`config.mk`:
```
export PLATFORM = sky130hd
export DESIGN_NAME = dns_sinkhole_responder
export DESIGN_NICKNAME = d
export VERILOG_FILES = /design/src/rtl/dsr_pkg.sv /design/src/rtl/dns_sinkhole_responder.sv /design/src/rtl/dsr_parser.sv /design/src/rtl/dsr_emitter.sv
export SDC_FILE = /design/constraint.sdc
export NUM_CORES = 1
export LEC_CHECK = 0
export BUFFER_PORTS_ARGS = -buffer_cell sky130_fd_sc_hd__buf_2
export CAP_MARGIN = 30
export CORE_AREA = 5 5 118 131
export CTS_CLUSTER_DIAMETER = 40
export CTS_CLUSTER_SIZE = 8
export DETAILED_ROUTE_END_ITERATION = 10
export DIE_AREA = 0 0 123 136
export PLACE_DENSITY = 0.85
export SLEW_MARGIN = 40
export SYNTH_ARGS = -nofsm -noshare
export SYNTH_HDL_FRONTEND = slang
export SYNTH_HIERARCHICAL = 1
export SYNTH_SLANG_ARGS = --single-unit
```
`constraint.sdc`:
```
create_clock -name clk -period 15.6 [get_ports clk]
set_clock_uncertainty 0.2 [all_clocks]
set_input_delay 3.12 -clock clk [delete_from_list [all_inputs] [get_ports clk]]
set_output_delay 3.12 -clock clk [all_outputs]
set_load 0.03 [all_outputs]
```
`src/rtl/dsr_pkg.sv`:
```
`timescale 1ns / 1ps
// ----------------------------------------------------------------------------
// dsr_pkg
// Shared types, constants and the answer record table for the DNS sinkhole
// responder.
// ----------------------------------------------------------------------------
package dsr_pkg;

  localparam int MAX_DATAGRAM_DEF = 584;

  localparam int BYTE_W   = 8;
  localparam int OFFSET_W = 10;
  localparam int BEAT_W   = 5;

  localparam int HDR_LEN        = 12;
  localparam int QUESTION_TAIL  = 5;   // root label, QTYPE, QCLASS
  localparam int ANSWER_LEN     = 16;
  localparam int ANSWER_BEATS   = ANSWER_LEN + 2;
  localparam int ANCOUNT_LO_OFF = 7;

  localparam int FLAGS_HI_OFF = 2;
  localparam int FLAGS_LO_OFF = 3;
  localparam int COUNTS_OFF   = 4;
  localparam int QDCOUNT_LO_OFF = 5;

  localparam logic [7:0] FLAGS_HI = 8'h81;
  localparam logic [7:0] FLAGS_LO = 8'h80;
  localparam logic [7:0] PTR_HI   = 8'hC0;
  localparam logic [7:0] PTR_LO   = 8'h0C;
  localparam logic [7:0] TTL_SEC  = 8'd60;
  localparam logic [7:0] RDLEN_A  = 8'd4;

  localparam logic [15:0] TYPE_A   = 16'd1;
  localparam logic [15:0] TYPE_ANY = 16'd255;
  localparam logic [15:0] CLASS_IN = 16'd1;

  typedef enum logic [1:0] {
    KIND_WRITE = 2'd0,
    KIND_SEND  = 2'd1,
    KIND_DROP  = 2'd2
  } kind_t;

  typedef enum logic [1:0] {
    ACT_NONE   = 2'd0,
    ACT_DROP   = 2'd1,
    ACT_SEND   = 2'd2,
    ACT_ANSWER = 2'd3
  } action_t;

  // Work handed from the parser to the emitter for one input byte.
  typedef struct packed {
    logic                has_write;
    logic [OFFSET_W-1:0] wr_offset;
    logic [BYTE_W-1:0]   wr_value;
    action_t             action;
    logic [OFFSET_W-1:0] q_end;
  } job_t;

  // Byte i of the appended A record: name pointer, type, class, TTL, length,
  // address.
  function automatic logic [7:0] answer_byte(input logic [3:0] idx,
                                             input logic [31:0] addr);
    logic [7:0] b;
    b = 8'h00;
    case (idx)
      4'd0:  b = PTR_HI;
      4'd1:  b = PTR_LO;
      4'd2:  b = TYPE_A[15:8];
      4'd3:  b = TYPE_A[7:0];
      4'd4:  b = CLASS_IN[15:8];
      4'd5:  b = CLASS_IN[7:0];
      4'd9:  b = TTL_SEC;
      4'd11: b = RDLEN_A;
      4'd12: b = addr[31:24];
      4'd13: b = addr[23:16];
      4'd14: b = addr[15:8];
      4'd15: b = addr[7:0];
      default: b = 8'h00;
    endcase
    return b;
  endfunction

endpackage

```
`src/rtl/dns_sinkhole_responder.sv`:
```
`timescale 1ns / 1ps
// ----------------------------------------------------------------------------
// dns_sinkhole_responder
// Rewrites a DNS query, streamed one byte per beat, into a response.
// ----------------------------------------------------------------------------
// Takes one datagram byte per cycle on s_* while the emitter keeps up, and
// emits offset/value writes on m_* for each byte up to the end of the
// question, with the header rewritten as a response. On the final byte
// (s_tlast) it adds a drop beat, a send beat carrying the response length, or
// for an A/ANY query of class IN the ANCOUNT patch, the 16-byte answer record
// and the send beat. A byte holds the emitter for as many beats as it has:
// one for a byte that only writes, none for a byte past the question or past
// the size limit, one or two for a final byte that sends or drops, 18 or 19
// for a final byte that answers. The input register holds the next byte that
// has beats during that burst. answer_address is loaded through cfg_* and
// should be written only between datagrams; it resets to 0.
// ----------------------------------------------------------------------------
module dns_sinkhole_responder #(
  parameter int MAX_DATAGRAM = dsr_pkg::MAX_DATAGRAM_DEF
) (
  input  logic        clk,
  input  logic        rst,
  input  logic        s_tvalid,
  output logic        s_tready,
  input  logic [7:0]  s_tdata,    // [7:0] data_byte
  input  logic        s_tlast,    // is_final
  output logic        m_tvalid,
  input  logic        m_tready,
  output logic [31:0] m_tdata,    // [9:0] offset, [17:10] value, [27:18] send_length
  output logic [1:0]  m_tuser,    // [1:0] kind
  output logic        m_tlast,    // run_end
  input  logic        cfg_valid,
  output logic        cfg_ready,
  input  logic [31:0] cfg_data    // [31:0] answer_address
);
  import dsr_pkg::*;

  logic [31:0] answer_address;
  logic        job_valid;
  job_t        job;
  logic        job_take;

  assign cfg_ready = 1'b1;

  always_ff @(posedge clk) begin
    if (rst) begin
      answer_address <= '0;
    end else if (cfg_valid) begin
      answer_address <= cfg_data;
    end
  end

  dsr_parser #(
    .MAX_DATAGRAM(MAX_DATAGRAM)
  ) u_parser (
    .clk       (clk),
    .rst       (rst),
    .s_tvalid  (s_tvalid),
    .s_tready  (s_tready),
    .s_tdata   (s_tdata),
    .s_tlast   (s_tlast),
    .job_valid (job_valid),
    .job       (job),
    .job_take  (job_take)
  );

  dsr_emitter u_emitter (
    .clk            (clk),
    .rst            (rst),
    .job_valid      (job_valid),
    .job            (job),
    .job_take       (job_take),
    .answer_address (answer_address),
    .m_tvalid       (m_tvalid),
    .m_tready       (m_tready),
    .m_tdata        (m_tdata),
    .m_tuser        (m_tuser),
    .m_tlast        (m_tlast)
  );

endmodule

```
`src/rtl/dsr_parser.sv`:
```
`timescale 1ns / 1ps
// ----------------------------------------------------------------------------
// dsr_parser
// Input register and datagram walker: rewrites header bytes, follows the name
// labels, captures QTYPE/QCLASS and decides the end-of-datagram action.
// ----------------------------------------------------------------------------
module dsr_parser #(
  parameter int MAX_DATAGRAM = dsr_pkg::MAX_DATAGRAM_DEF
) (
  input  logic          clk,
  input  logic          rst,
  input  logic          s_tvalid,
  output logic          s_tready,
  input  logic [7:0]    s_tdata,    // [7:0] data_byte
  input  logic          s_tlast,
  output logic          job_valid,
  output dsr_pkg::job_t job,
  input  logic          job_take
);
  import dsr_pkg::*;

  localparam int PW = $clog2(MAX_DATAGRAM + 257);

  logic          in_valid;
  logic [7:0]    in_data;
  logic          in_last;

  logic [PW-1:0] byte_position, byte_position_next;
  logic [PW-1:0] next_label_position, next_label_position_next;
  logic          name_done, name_done_next;
  logic [PW-1:0] question_end, question_end_next;
  logic [15:0]   query_type, query_type_next;
  logic [15:0]   query_class, query_class_next;

  logic          advance;
  logic          has_beats;
  logic [PW-1:0] p;
  logic [PW-1:0] q_gap;
  logic          wr;
  logic [7:0]    v;
  action_t       act;

  always_comb begin
    p                        = byte_position;
    byte_position_next       = byte_position;
    next_label_position_next = next_label_position;
    name_done_next           = name_done;
    question_end_next        = question_end;
    query_type_next          = query_type;
    query_class_next         = query_class;
    wr                       = 1'b0;
    v                        = in_data;
    act                      = ACT_NONE;
    q_gap                    = question_end - p;

    if (p < PW'(MAX_DATAGRAM)) begin
      if (p < PW'(HDR_LEN)) begin
        wr = 1'b1;
        if (p == PW'(FLAGS_HI_OFF)) v = FLAGS_HI;
        else if (p == PW'(FLAGS_LO_OFF)) v = FLAGS_LO;
        else if (p == PW'(QDCOUNT_LO_OFF)) v = 8'd1;
        else if (p >= PW'(COUNTS_OFF)) v = 8'd0;
      end else if (!name_done) begin
        wr = 1'b1;
        if (p == next_label_position) begin
          if (in_data == 8'd0) begin
            name_done_next    = 1'b1;
            question_end_next = p + PW'(QUESTION_TAIL);
          end else begin
            next_label_position_next = p + PW'(in_data) + PW'(1);
          end
        end
      end else if (p < question_end) begin
        wr = 1'b1;
        if (q_gap == PW'(4)) query_type_next[15:8] = in_data;
        else if (q_gap == PW'(3)) query_type_next[7:0] = in_data;
        else if (q_gap == PW'(2)) query_class_next[15:8] = in_data;
        else query_class_next[7:0] = in_data;
      end
      byte_position_next = p + PW'(1);
    end

    if (in_last) begin
      if (byte_position_next < PW'(HDR_LEN) || !name_done_next ||
          question_end_next > byte_position_next) begin
        act = ACT_DROP;
      end else if ((query_type_next == TYPE_A || query_type_next == TYPE_ANY) &&
                   query_class_next == CLASS_IN) begin
        act = ACT_ANSWER;
      end else begin
        act = ACT_SEND;
      end
    end
  end

  always_comb begin
    job.has_write = wr;
    job.wr_offset = OFFSET_W'(p);
    job.wr_value  = v;
    job.action    = act;
    job.q_end     = OFFSET_W'(question_end_next);
  end

  assign has_beats = wr || (act != ACT_NONE);
  assign job_valid = in_valid && has_beats;
  // A byte with nothing to emit retires without waiting on the emitter.
  assign advance   = in_valid && (!has_beats || job_take);
  assign s_tready  = !in_valid || advance;

  always_ff @(posedge clk) begin
    if (rst) begin
      in_valid <= 1'b0;
    end else if (s_tready) begin
      in_valid <= s_tvalid;
    end
    if (s_tready && s_tvalid) begin
      in_data <= s_tdata;
      in_last <= s_tlast;
    end
  end

  always_ff @(posedge clk) begin
    if (rst) begin
      byte_position       <= '0;
      next_label_position <= PW'(HDR_LEN);
      name_done           <= 1'b0;
      question_end        <= '0;
      query_type          <= '0;
      query_class         <= '0;
    end else if (advance) begin
      if (in_last) begin
        byte_position       <= '0;
        next_label_position <= PW'(HDR_LEN);
        name_done           <= 1'b0;
        question_end        <= '0;
        query_type          <= '0;
        query_class         <= '0;
      end else begin
        byte_position       <= byte_position_next;
        next_label_position <= next_label_position_next;
        name_done           <= name_done_next;
        question_end        <= question_end_next;
        query_type          <= query_type_next;
        query_class         <= query_class_next;
      end
    end
  end

`ifndef SYNTH
  a_pos_bound: assert property (@(posedge clk) disable iff (rst)
    byte_position <= PW'(MAX_DATAGRAM))
    else $error("byte position ran past the datagram limit");

  a_qend_floor: assert property (@(posedge clk) disable iff (rst)
    name_done |-> question_end >= PW'(HDR_LEN + QUESTION_TAIL))
    else $error("question end below the first possible value");

  a_label_floor: assert property (@(posedge clk) disable iff (rst)
    !name_done |-> next_label_position >= PW'(HDR_LEN))
    else $error("label position inside the header");
`endif

endmodule

```
`src/rtl/dsr_emitter.sv`:
```
`timescale 1ns / 1ps
// ----------------------------------------------------------------------------
// dsr_emitter
// Holds one job and plays out its result beats: the byte write, if it has one,
// then the drop, send, or ANCOUNT patch plus answer record plus send.
// ----------------------------------------------------------------------------
module dsr_emitter (
  input  logic          clk,
  input  logic          rst,
  input  logic          job_valid,
  input  dsr_pkg::job_t job,
  output logic          job_take,
  input  logic [31:0]   answer_address,
  output logic          m_tvalid,
  input  logic          m_tready,
  output logic [31:0]   m_tdata,    // [9:0] offset, [17:10] value, [27:18] send_length
  output logic [1:0]    m_tuser,    // [1:0] kind
  output logic          m_tlast     // run_end
);
  import dsr_pkg::*;

  logic              busy;
  job_t              cur;
  logic [BEAT_W-1:0] idx;
  logic [BEAT_W-1:0] count;
  logic [BEAT_W-1:0] j;
  logic [BEAT_W-1:0] jm1;
  logic              last;

  kind_t               kind;
  logic [OFFSET_W-1:0] offset;
  logic [7:0]          value;
  logic [OFFSET_W-1:0] send_length;

  always_comb begin
    case (cur.action)
      ACT_ANSWER: count = BEAT_W'(ANSWER_BEATS);
      ACT_DROP,
      ACT_SEND:   count = BEAT_W'(1);
      default:    count = '0;
    endcase
    count = count + BEAT_W'(cur.has_write);
  end

  assign last     = (idx == count - BEAT_W'(1));
  assign job_take = !busy || (m_tready && last);

  always_comb begin
    j           = idx - BEAT_W'(cur.has_write);
    jm1         = j - BEAT_W'(1);
    kind        = KIND_WRITE;
    offset      = '0;
    value       = '0;
    send_length = '0;
    if (cur.has_write && idx == '0) begin
      offset = cur.wr_offset;
      value  = cur.wr_value;
    end else begin
      case (cur.action)
        ACT_DROP: kind = KIND_DROP;
        ACT_SEND: begin
          kind        = KIND_SEND;
          send_length = cur.q_end;
        end
        ACT_ANSWER: begin
          if (j == '0) begin
            offset = OFFSET_W'(ANCOUNT_LO_OFF);
            value  = 8'd1;
          end else if (j == BEAT_W'(ANSWER_BEATS - 1)) begin
            kind        = KIND_SEND;
            send_length = cur.q_end + OFFSET_W'(ANSWER_LEN);
          end else begin
            offset = cur.q_end + OFFSET_W'(jm1);
            value  = answer_byte(jm1[3:0], answer_address);
          end
        end
        default: kind = KIND_WRITE;
      endcase
    end
  end

  assign m_tvalid = busy;
  assign m_tdata  = {4'b0, send_length, value, offset};
  assign m_tuser  = kind;
  assign m_tlast  = last;

  always_ff @(posedge clk) begin
    if (rst) begin
      busy <= 1'b0;
      idx  <= '0;
    end else if (job_take) begin
      busy <= job_valid;
      idx  <= '0;
      if (job_valid) cur <= job;
    end else if (m_tready) begin
      idx <= idx + BEAT_W'(1);
    end
  end

`ifndef SYNTH
  a_idx_bound: assert property (@(posedge clk) disable iff (rst)
    busy |-> idx < count)
    else $error("beat index past the end of the job");

  a_end_last: assert property (@(posedge clk) disable iff (rst)
    (busy && m_tuser != KIND_WRITE) |-> m_tlast)
    else $error("send or drop beat not closing the run");

  a_load: assert property (@(posedge clk) disable iff (rst)
    (job_take && job_valid) |=> (busy && idx == '0))
    else $error("job load did not restart the beat count");
`endif

endmodule

```
==> results of run 1 <==
## per-stage QoR
stage	setup WS, ns	total power, W	std cells	utilization
2_1_floorplan	8.40	0.000462	999	-
3_5_place_dp	8.09	0.000483	1216	0.654
4_1_cts	8.01	0.000880	1248	0.695
6_report	7.93	0.000876	1248	0.696
5_1_grt	7.60	0.000906	1248	0.696
3_3_place_gp	8.10	0.000482	1216	0.654
## per-layer routing
metal | global-route usage | routed length, µm | part of all wire
met5 | 0 | 0 | 0
met4 | 0.121 | 695 | 0.031
met3 | 0.0553 | 1600 | 0.071
met2 | 0.466 | 11200 | 0.50
met1 | 0.336 | 9080 | 0.40
## registers in the layout, indices dropped and copies added (netlist names)
register / flops
answer_address: 32
u_emitter/cur: 31
u_emitter/idx: 5
u_emitter/m_tvalid: 1
u_parser/byte_position: 10
u_parser/in_data: 8
u_parser/in_last: 1
u_parser/in_valid: 1
u_parser/name_done: 1
u_parser/next_label_position: 10
u_parser/query_class: 16
u_parser/query_type: 16
u_parser/question_end: 10
## critical path: stages (launching register included)
cell and delay, ns:
dfxtp_1 0.43, inv_1 0.13, ha_1 0.24, xnor2_1 0.47
ha_1 0.46, clkinv_1 0.22, nor2_1 0.28, nor2_1 0.15
ha_1 0.35, a21o_1 0.20, a21o_1 0.19, a21oi_1 0.26
nor2_1 0.10, xnor2_1 0.13, o21ai_1 0.11, buf_2 0.20
## power by group through the flow
stage	Combinational, W	Clock [W]	Sequential (W)
after global routing	0.0000874	0.000420	0.000398
after floorplan	0.0000613	0	0.000401
final	0.0000809	0.000398	0.000397
after CTS	0.0000799	0.000404	0.000397
after detailed placement	0.0000787	0	0.000405
after global placement	0.0000774	0	0.000404
## layout make-up
type                    count  area (µm²)  area share
well taps                 192         240      0.0245
repair buffers             85         445      0.0454
clock inverters             9        66.3     0.00676
flip-flops and latches    142        3240       0.330
multi-input cells         757        5150       0.524
clock buffers              23         522      0.0532
inverters                  40         150      0.0153
## how the worst min path moves through the flow
stage,start,cells after the start,endpoint,slack [ns]
finish,u_parser/next_label_position[8],2,u_parser/next_label_position[8],0.26
floorplan,u_parser/byte_position[8],0,u_emitter/cur[28],0.21
global placement,u_parser/query_type[10],2,u_parser/query_type[10],0.24
global route,u_parser/next_label_position[8],2,u_parser/next_label_position[8],0.28
CTS,u_parser/next_label_position[9],2,u_parser/next_label_position[9],0.27
detailed placement,u_parser/next_label_position[9],2,u_parser/next_label_position[9],0.26
## Yosys cell counts, types with 7 or more instances
master,number,area (µm²)
nor2_1,124,465
dfxtp_1,102,2040
nand2_1,95,357
a21oi_1,59,295
ha_1,57,713
edfxtp_1,40,1200
mux2i_1,36,360
xnor2_1,36,315
inv_1,35,131
clkbuf_1,31,116
o21ai_0,28,140
xor2_1,23,201
a22oi_1,20,150
and2_1,20,125
nor2b_1,19,119
nor3_1,19,95.1
a21o_1,18,135
nand3_1,18,90.1
nand4_1,18,113
o21ai_1,18,90.1
buf_2,12,60.1
or3_1,12,75.1
a31oi_1,10,62.6
a32o_1,9,90.1
buf_4,8,60.1
nand2b_1,7,43.8
nor4_1,7,43.8
o211ai_1,7,52.6
## cells by family after synthesis
| logic type | Yosys count |
|---|---|
| AND/OR/NAND/NOR | 366 |
| flip-flops | 142 |
| AO/OA/AOI/OAI | 225 |
| XOR/XNOR | 60 |
| other | 2 |
| multiplexers | 39 |
| adder cells (fa/ha/maj) | 62 |
| buffers and inverters | 100 |
==> impl_metrics.yaml, run 1 <==
die:
  die_area_um2: 16700
  start_util: 0.628
  die_h_um: 136
  die_x_um: 123
  core_area_um2: 14100
  io_pins: 84
  rows: 46
pwr:
  internal_power_w: 0.000656
  leakagePower_nw: 4.01
  p_per_area_nw_per_um2: 89.3
  netSwitchingPower_w: 0.000220
  clkPwrFrac: 0.455
  combinationalPowerShare: 0.092
  pwr-share-seq: 0.453
  ir_drop_mv: 0.0760
  switching_share: 0.251
route:
  vias: 7775
  ant_nets: 0
  detail_route.iter0.violations: 1049
  drc_errors: 0
  first_pass_iters: 7
  wl_per_cell_um: 18.1
  viasPerCell: 6.23
  wl_um: 22600
synthesis:
  synthXorXnorAreaFrac: 0.0614
  synth_compound_area_frac: 0.179
  synth-seq-area-share: 0.366
  synthFlopType: "dfxtp_1"
  synth_area_um2: 8860
  synth_top_family_by_area: "simple AND/OR/NAND/NOR gates"
  async_flop_share: 0
  synth_edf_count: 40
  synth_mux_area_frac: 0.0449
  synth_area_per_cell_um2: 8.90
  synth_cell_type_count: 87
  synthSimpleGateAreaFrac: 0.202
  yosysWarnings: 6
  synthCells: 996
  synth_seq_cells: 142
  synth_fa_ha_area_frac: 0.0897
timing:
  rsz0062_at_grt: "false"
  fmax_ghz: 0.130
  min_period_ns: 7.67
  hold_viol_final: 0
  min_period_over_period: 0.492
  setup_violations: 0
  fin_hold_ws_ns: 0.263
  finalSetupTns_ns: 0
  relSlewSlack: 0.457
  drv_slew: 0
  worst_pin_slew_ns: 0.812
clock_tree:
  cts_made_buffers: 17
  cts_tree: "done"
  htree_num_levels: 4
  hold_buffers: 0
  cts_resized: 0
  clk_latency_ns: 0.43
  cts_buffer_depth: 2
  cts_sinks: 142
  cts_setup_buffers: 0
  root_buffer: "clkbuf_16"
  cts.clk_slew.worst_paths_ns: 0.06
worst_setup_path:
  path_class: "register to output pin"
  start_kind: "register"
  worstPathMaxFanout: 9
  r2r-start: "u_parser/byte_position[2]"
  ff2ff_setup_slack_ns: 10.99
  crit_path_end: "m_tdata[7]"
  crit_arrival_ns: 4.35
  cp_data_required_time_ns: 12.28
  reg2regPathDepth: 14
  worstSetupStartpoint: "u_emitter/idx[0]"
  cp-end-kind: "output pin"
  r2r-end: "u_emitter/cur[10]"
place:
  numPortBuffers: 78
  hpwl_um: 15800
  placed_area_um2: 9220
  place.gp.congestion: 0.909
finish:
  fill_cells: 1039
  fin_nets: 1149
  syn2layout_area_growth_pct: 10.7
  stdcell_area_um2: 9810
  layout-drive-gt1-share: 0.148
  diodes: 0
  final_cell_mix: "nor2_1 (124), dfxtp_1 (102), nand2_1 (95)"
  final_common_cell: "nor2_1"
global_routing:
  track_usage: 0.274
  overflow: 0
  grt_max_degree: 62
  grt_pass1_vias: 7569
  grt_pass1_wl_um: 36600
  antenna_found_initial: 0
outcome:
  status: "finished, final reports clean"
job:
  cap_violations: 0
min_path:
  hold_class: "register to register"
(Power assumes the default switching activity.)
==> run 2, diff against run 1 <==
- CORE_AREA: 5 5 118 131 -> 5 5 122 136
- DIE_AREA: 0 0 123 136 -> 0 0 127 141
- PLACE_DENSITY: 0.85 -> 0.8
- clock period: 15.6 -> 8 ns (I/O delays scaled with it)
==> run 2 against run 1 <==
  * Power increased by 91%
  * Highest routed layer unchanged
  * Non-clock buffer count decreased by 2
  * Register-to-register slack got worse by 7.6 ns
  * First-iteration DRC count decreased by 29%
  * Utilization decreased by 5.5 points
  * Sequential power increased by 95%
  * Global-route usage decreased by 2.6 points
  * Clock power increased by 87%
  * Largest cell class unchanged
==> impl_metrics.yaml, run 2 (synthesis results as in run 1) <==
worst_setup_path:
  slowest_stage: "dfxtp_1"
  crit_chain: "inv_1 > ha_1 > xnor2_1 > ha_1 > clkinv_1 > nor2_1 > nor2_1 > ha_1 > a21o_1 > a21o_1 > a21oi_1 > nor2_1 > xnor2_1 > o21ai_1 > buf_2"
  crit_cells: 15
  path_class: "register to output pin"
  critPathBufInv: 3
  cp-end-kind: "output pin"
  cp_data_required_time_ns: 6.20
  r2r-start: "u_parser/byte_position[2]"
  worstPathMaxFanout: 9
  crit_arrival_ns: 4.26
  reg2regPathDepth: 14
  r2r-end: "u_emitter/cur[10]"
  ff2ff_setup_slack_ns: 3.36
  worst_path_dominant_cell_family: "adder cells"
  max_stage_delay_ns: 0.44
  start_kind: "register"
finish:
  largestRegisters: "answer_address x32, u_emitter/cur x31"
  multi_input_area_um2: 5150
  syn2layout_area_growth_pct: 10.3
  stdcell_count: 1254
  largest_reg_flops: 32
  fin_nets: 1147
  diodes: 0
  seq_area_um2: 3240
  final_cell_mix: "nor2_1 (124), dfxtp_1 (102), nand2_1 (95)"
  final_common_cell: "nor2_1"
  top_register: "answer_address"
  fill_cells: 1223
  layout-drive-gt1-share: 0.147
global_routing:
  grt_pass1_vias: 7262
  track_usage: 0.249
  antenna_found_initial: 0
  grt_pass1_wl_um: 36100
  overflow: 0
  grt_max_degree: 76
timing:
  relSlewSlack: 0.461
  worst_pin_slew_ns: 0.808
  drv_slew: 0
  min_period_ns: 6.06
  finalSetupTns_ns: 0
  setup_violations: 0
  min_period_over_period: 0.757
  fmax_ghz: 0.165
  hold_viol_final: 0
  rsz0062_at_grt: "false"
die:
  rows: 48
  die_x_um: 127
  die_h_um: 141
  core_area_um2: 15300
  io_pins: 84
  start_util: 0.581
  die_area_um2: 17900
route:
  viasPerCell: 6.03
  first_pass_iters: 5
  ant_nets: 0
  detail_route.iter0.violations: 742
  wl_um: 22500
  drc_errors: 0
  vias: 7559
  wl_per_cell_um: 17.9
min_path:
  min_from: "u_parser/query_type[10]"
  hold_class: "register to register"
  hold_path_end: "u_parser/query_type[10]"
  whs_path_depth: 2
pwr:
  ir_drop_mv: 0.178
  total_power_w: 0.00168
  leakagePower_nw: 3.98
  p_per_area_nw_per_um2: 171
place:
  place.gp.congestion: 0.932
  numPortBuffers: 78
  dp.cells: 1222
  hpwl_um: 16000
clock_tree:
  cts_tree: "done"
  hold_buffers: 0
  root_buffer: "clkbuf_16"
  cts_sinks: 142
  cts_made_buffers: 17
  cts_buffer_depth: 2
  htree_num_levels: 4
  cts.clk_slew.worst_paths_ns: 0.06
  clk_latency_ns: 0.43
  cts_setup_buffers: 0
  cts_resized: 0
job:
  cap_violations: 0
outcome:
  status: "finished, final reports clean"
-- run 2: changes by cell type in the layout (fill, tap and decap cells not counted), sizes merged --
| cell | change |
|---|---|
| clkbuf | -1 |
| buf | -2 |
| clkinv | +1 |
-- run 2: layer usage --
metal,track usage,share of wire,vias to the layer above
met2,0.440,0.51,317
met4,0.0847,0.019,0
met1,0.304,0.41,3581
li1,-,-,3616
met5,0,0,-
met3,0.0455,0.063,45
-- run 2: area by class of cell --
type	instances	share of cell area
multi-input cells	757	0.527
clock inverters	10	0.00794
inverters	40	0.0154
repair buffers	83	0.0440
clock buffers	22	0.0485
well taps	200	0.0256
flip-flops and latches	142	0.332
-- run 2: worst max path at each step --
stage	slack, ns	end	from
after floorplan	2.71	u_emitter/cur[0]	u_emitter/cur[10]
after global placement	2.61	m_tdata[9]	u_emitter/idx[0]
after detailed placement	2.45	m_tdata[9]	u_emitter/idx[0]
after CTS	1.94	m_tdata[9]	u_emitter/idx[0]
after global routing	1.63	m_tdata[9]	u_emitter/idx[0]
final	1.94	m_tdata[9]	u_emitter/idx[0]
-- run 2: per-stage QoR --
stage	util	instance area (µm²)	hold slack [ns]	setup WS [ns]
floorplan	-	8870	0.206	2.71
global placement	0.604	9210	0.240	2.61
detailed placement	0.604	9210	0.251	2.45
CTS	0.640	9770	0.261	1.94
global route	0.641	9780	0.275	1.63
finish	0.641	9780	0.260	1.94
-- run 2: tightest hold or removal path, delay by kind of cell, from the launching register on --
family	cells	cell delay, ns
compound gates	1	0.05
flops	1	0.31
simple gates	1	0.05
-- run 2: where the power goes --
group	internal (W)	switching (W)	leakage [nW]
combinational	0.0000578	0.0000995	2.49
sequential	0.000757	0.0000179	1.22
clock	0.000426	0.000317	0.278
total	0.00124	0.000434	3.98
==> run 3, diff against run 2 <==
- ABC_AREA: not set -> 1
- CORE_AREA: 5 5 122 136 -> 5 5 136 151
- DIE_AREA: 0 0 127 141 -> 0 0 141 156
- PLACE_DENSITY: 0.8 -> 0.76
- clock period: 8 -> 5.3 ns (I/O delays scaled with it)
==> run 3 against run 2 <==
  * Combinational power increased by 76%
  * Setup slack got worse by 1.6 ns
  * Sequential share of layout area decreased by 4.0 points
  * Area after synthesis increased by 14%
  * Critical path depth increased by 4
  * Wire length increased by 15%
  * Die area increased by 23%
  * Global-route usage decreased by 1.4 points
  * Clock power increased by 72%
  * Critical path type unchanged
  * Critical endpoint is now m_tdata[7]
  * Largest cell class unchanged
==> impl_metrics.yaml, run 3 <==
worst_setup_path:
  start_kind: "register"
  crit_path_frequent_cell: "inv_1"
  cp-end-kind: "output pin"
  reg2regPathDepth: 21
  crit_arrival_ns: 3.69
  r2r-end: "u_emitter/cur[10]"
  cp_data_required_time_ns: 4.04
  critPathBufInv: 6
  max_stage_delay_ns: 0.41
  path_class: "register to output pin"
  ff2ff_setup_slack_ns: 1.00
  worstPathMaxFanout: 27
  r2r-start: "u_parser/byte_position[8]"
  slowest_stage: "dfxtp_1"
  crit_chain: "inv_1 > ha_1 > inv_1 > nand2_1 > nand2_4 > inv_1 > ha_2 > nand3b_1 > nand2_2 > inv_4 > ha_1 > nand3_1 > nand2_1 > inv_1 > o21ai_2 > nand3_1 > xor2_1 > o21ai_0 > buf_2"
  worst_path_dominant_cell_family: "adder cells"
route:
  first_pass_iters: 6
  wl_um: 25800
  vias: 9423
  drc_errors: 0
  ant_nets: 0
  detail_route.iter0.violations: 779
  viasPerCell: 5.32
  wl_per_cell_um: 14.6
die:
  die_x_um: 141
  io_pins: 84
  core_area_um2: 18800
  rows: 53
  die_h_um: 156
  start_util: 0.535
  die_area_um2: 22000
global_routing:
  grt_pass1_vias: 8765
  grt_pass1_wl_um: 42300
  grt_max_degree: 65
  antenna_found_initial: 0
  overflow: 0
  track_usage: 0.235
finish:
  largest_reg_flops: 32
  syn2layout_area_growth_pct: 10.2
  top_register: "answer_address"
  fin_nets: 1618
  layout-drive-gt1-share: 0.133
  stdcell_count: 1772
  largestRegisters: "answer_address x32, u_emitter/cur x31"
  stdcell_area_um2: 11100
  fill_cells: 1747
  final_common_cell: "nand2_1"
  diodes: 0
  final_cell_mix: "nand2_1 (394), inv_1 (199), nor2_1 (189)"
synthesis:
  yosysTopAreaCell: "dfxtp_1"
  synth.most_common_cell: "nand2_1"
  synth_seq_cells: 142
  yosysWarnings: 6
  synth_area_leaders: "dfxtp_1 (20%), nand2_1 (15%), edfxtp_1 (12%)"
  synthCells: 1457
  async_flop_share: 0
  synthTopCellsByCount: "nand2_1 (394), inv_1 (200), nor2_1 (190), dfxtp_1 (102), a21oi_1 (78)"
  synth_cell_type_count: 56
  synthFlopType: "dfxtp_1"
  synth_edf_count: 40
  synth_area_per_cell_um2: 6.92
  synth-seq-area-share: 0.322
  synth_area_um2: 10100
  synth_top_area_share: 0.203
clock_tree:
  clk_latency_ns: 0.43
  cts_setup_buffers: 0
  cts.clk_slew.worst_paths_ns: 0.06
  cts_tree: "done"
  root_buffer: "clkbuf_16"
  htree_num_levels: 4
  cts_made_buffers: 17
  cts_sinks: 142
  cts_buffer_depth: 2
outcome:
  status: "finished, final reports clean"
timing:
  fmax_ghz: 0.202
  hold_viol_final: 0
  setup_violations: 0
  worst_pin_slew_ns: 0.843
  rsz0062_at_grt: "false"
  finalSetupTns_ns: 0
  drv_slew: 0
  fin_ws_ns: 0.352
  fin_hold_ws_ns: 0.265
  min_period_over_period: 0.934
  relSlewSlack: 0.433
  min_period_ns: 4.95
place:
  dp_slack_ns: 0.459
  hpwl_um: 19100
  place.gp.congestion: 0.922
  numPortBuffers: 78
  dp.cells: 1740
  placed_area_um2: 10500
pwr:
  p_per_area_nw_per_um2: 246
  leakagePower_nw: 5.37
  ir_drop_mv: 0.213
min_path:
  min_from: "u_parser/query_type[3]"
  hold_path_end: "u_parser/query_type[3]"
  whs_path_depth: 2
  hold_class: "register to register"
job:
  cap_violations: 0
-- run 3: logic make-up after synthesis --
group,share of synthesized area
buffers and inverters,0.119
other,0.000745
flip-flops,0.322
AO/OA/AOI/OAI,0.0949
XOR/XNOR,0.0304
adder cells (fa/ha/maj),0.0767
AND/OR/NAND/NOR,0.357
-- run 3: worst max-delay path by stage --
stage          slack, ns  cells past startpoint              from          to
2_1_floorplan       0.48                     20  u_emitter/idx[0]  m_tdata[7]
3_5_place_dp        0.46                     19  u_emitter/idx[0]  m_tdata[7]
3_3_place_gp        0.59                     19  u_emitter/idx[0]  m_tdata[7]
4_1_cts            0.008                     19  u_emitter/idx[0]  m_tdata[7]
5_1_grt             0.07                     20  u_emitter/idx[0]  m_tdata[8]
6_report            0.35                     19  u_emitter/idx[0]  m_tdata[7]
-- run 3: layout make-up --
type,count,area [µm²],share of cell area
Sequential cell,142,3240,0.292
Clock buffer,26,553,0.0498
Inverter,220,836,0.0752
Multi-Input combinational cell,1049,5660,0.509
Clock inverter,6,90.1,0.00811
Timing Repair Buffer,82,423,0.0381
Tap cell,247,309,0.0278
-- run 3: per-layer routing --
layer,GRT usage,wire [µm],up-vias
li1,-,-,4733
met5,0,0,-
met2,0.416,12600,371
met1,0.284,10700,4255
met3,0.0441,1680,64
met4,0.0858,860,0
-- run 3: what timing repair did --
item | in CTS | in global routing
hold buffers | 0 | 0
gates resized for setup | 0 | 3
endpoints found under the setup margin | 0 | 4
-- run 3: power by group --
group          switching [W]  leakage [nW]  internal, W
Combinational       0.000190          3.84    0.0000863
Clock               0.000462         0.313     0.000818
Sequential         0.0000261          1.22      0.00115
-- run 3: through the flow --
step / power (W) / util
after floorplan: 0.00140 / -
after global placement: 0.00147 / 0.556
after detailed placement: 0.00147 / 0.556
after CTS: 0.00275 / 0.590
after global routing: 0.00284 / 0.590
final: 0.00273 / 0.590
-- run 3: worst min-delay path, delay by kind of cell (launching register included) --
kind / cells / cell delay, ns
flops: 1 / 0.31
simple gates: 1 / 0.06
compound gates: 1 / 0.05
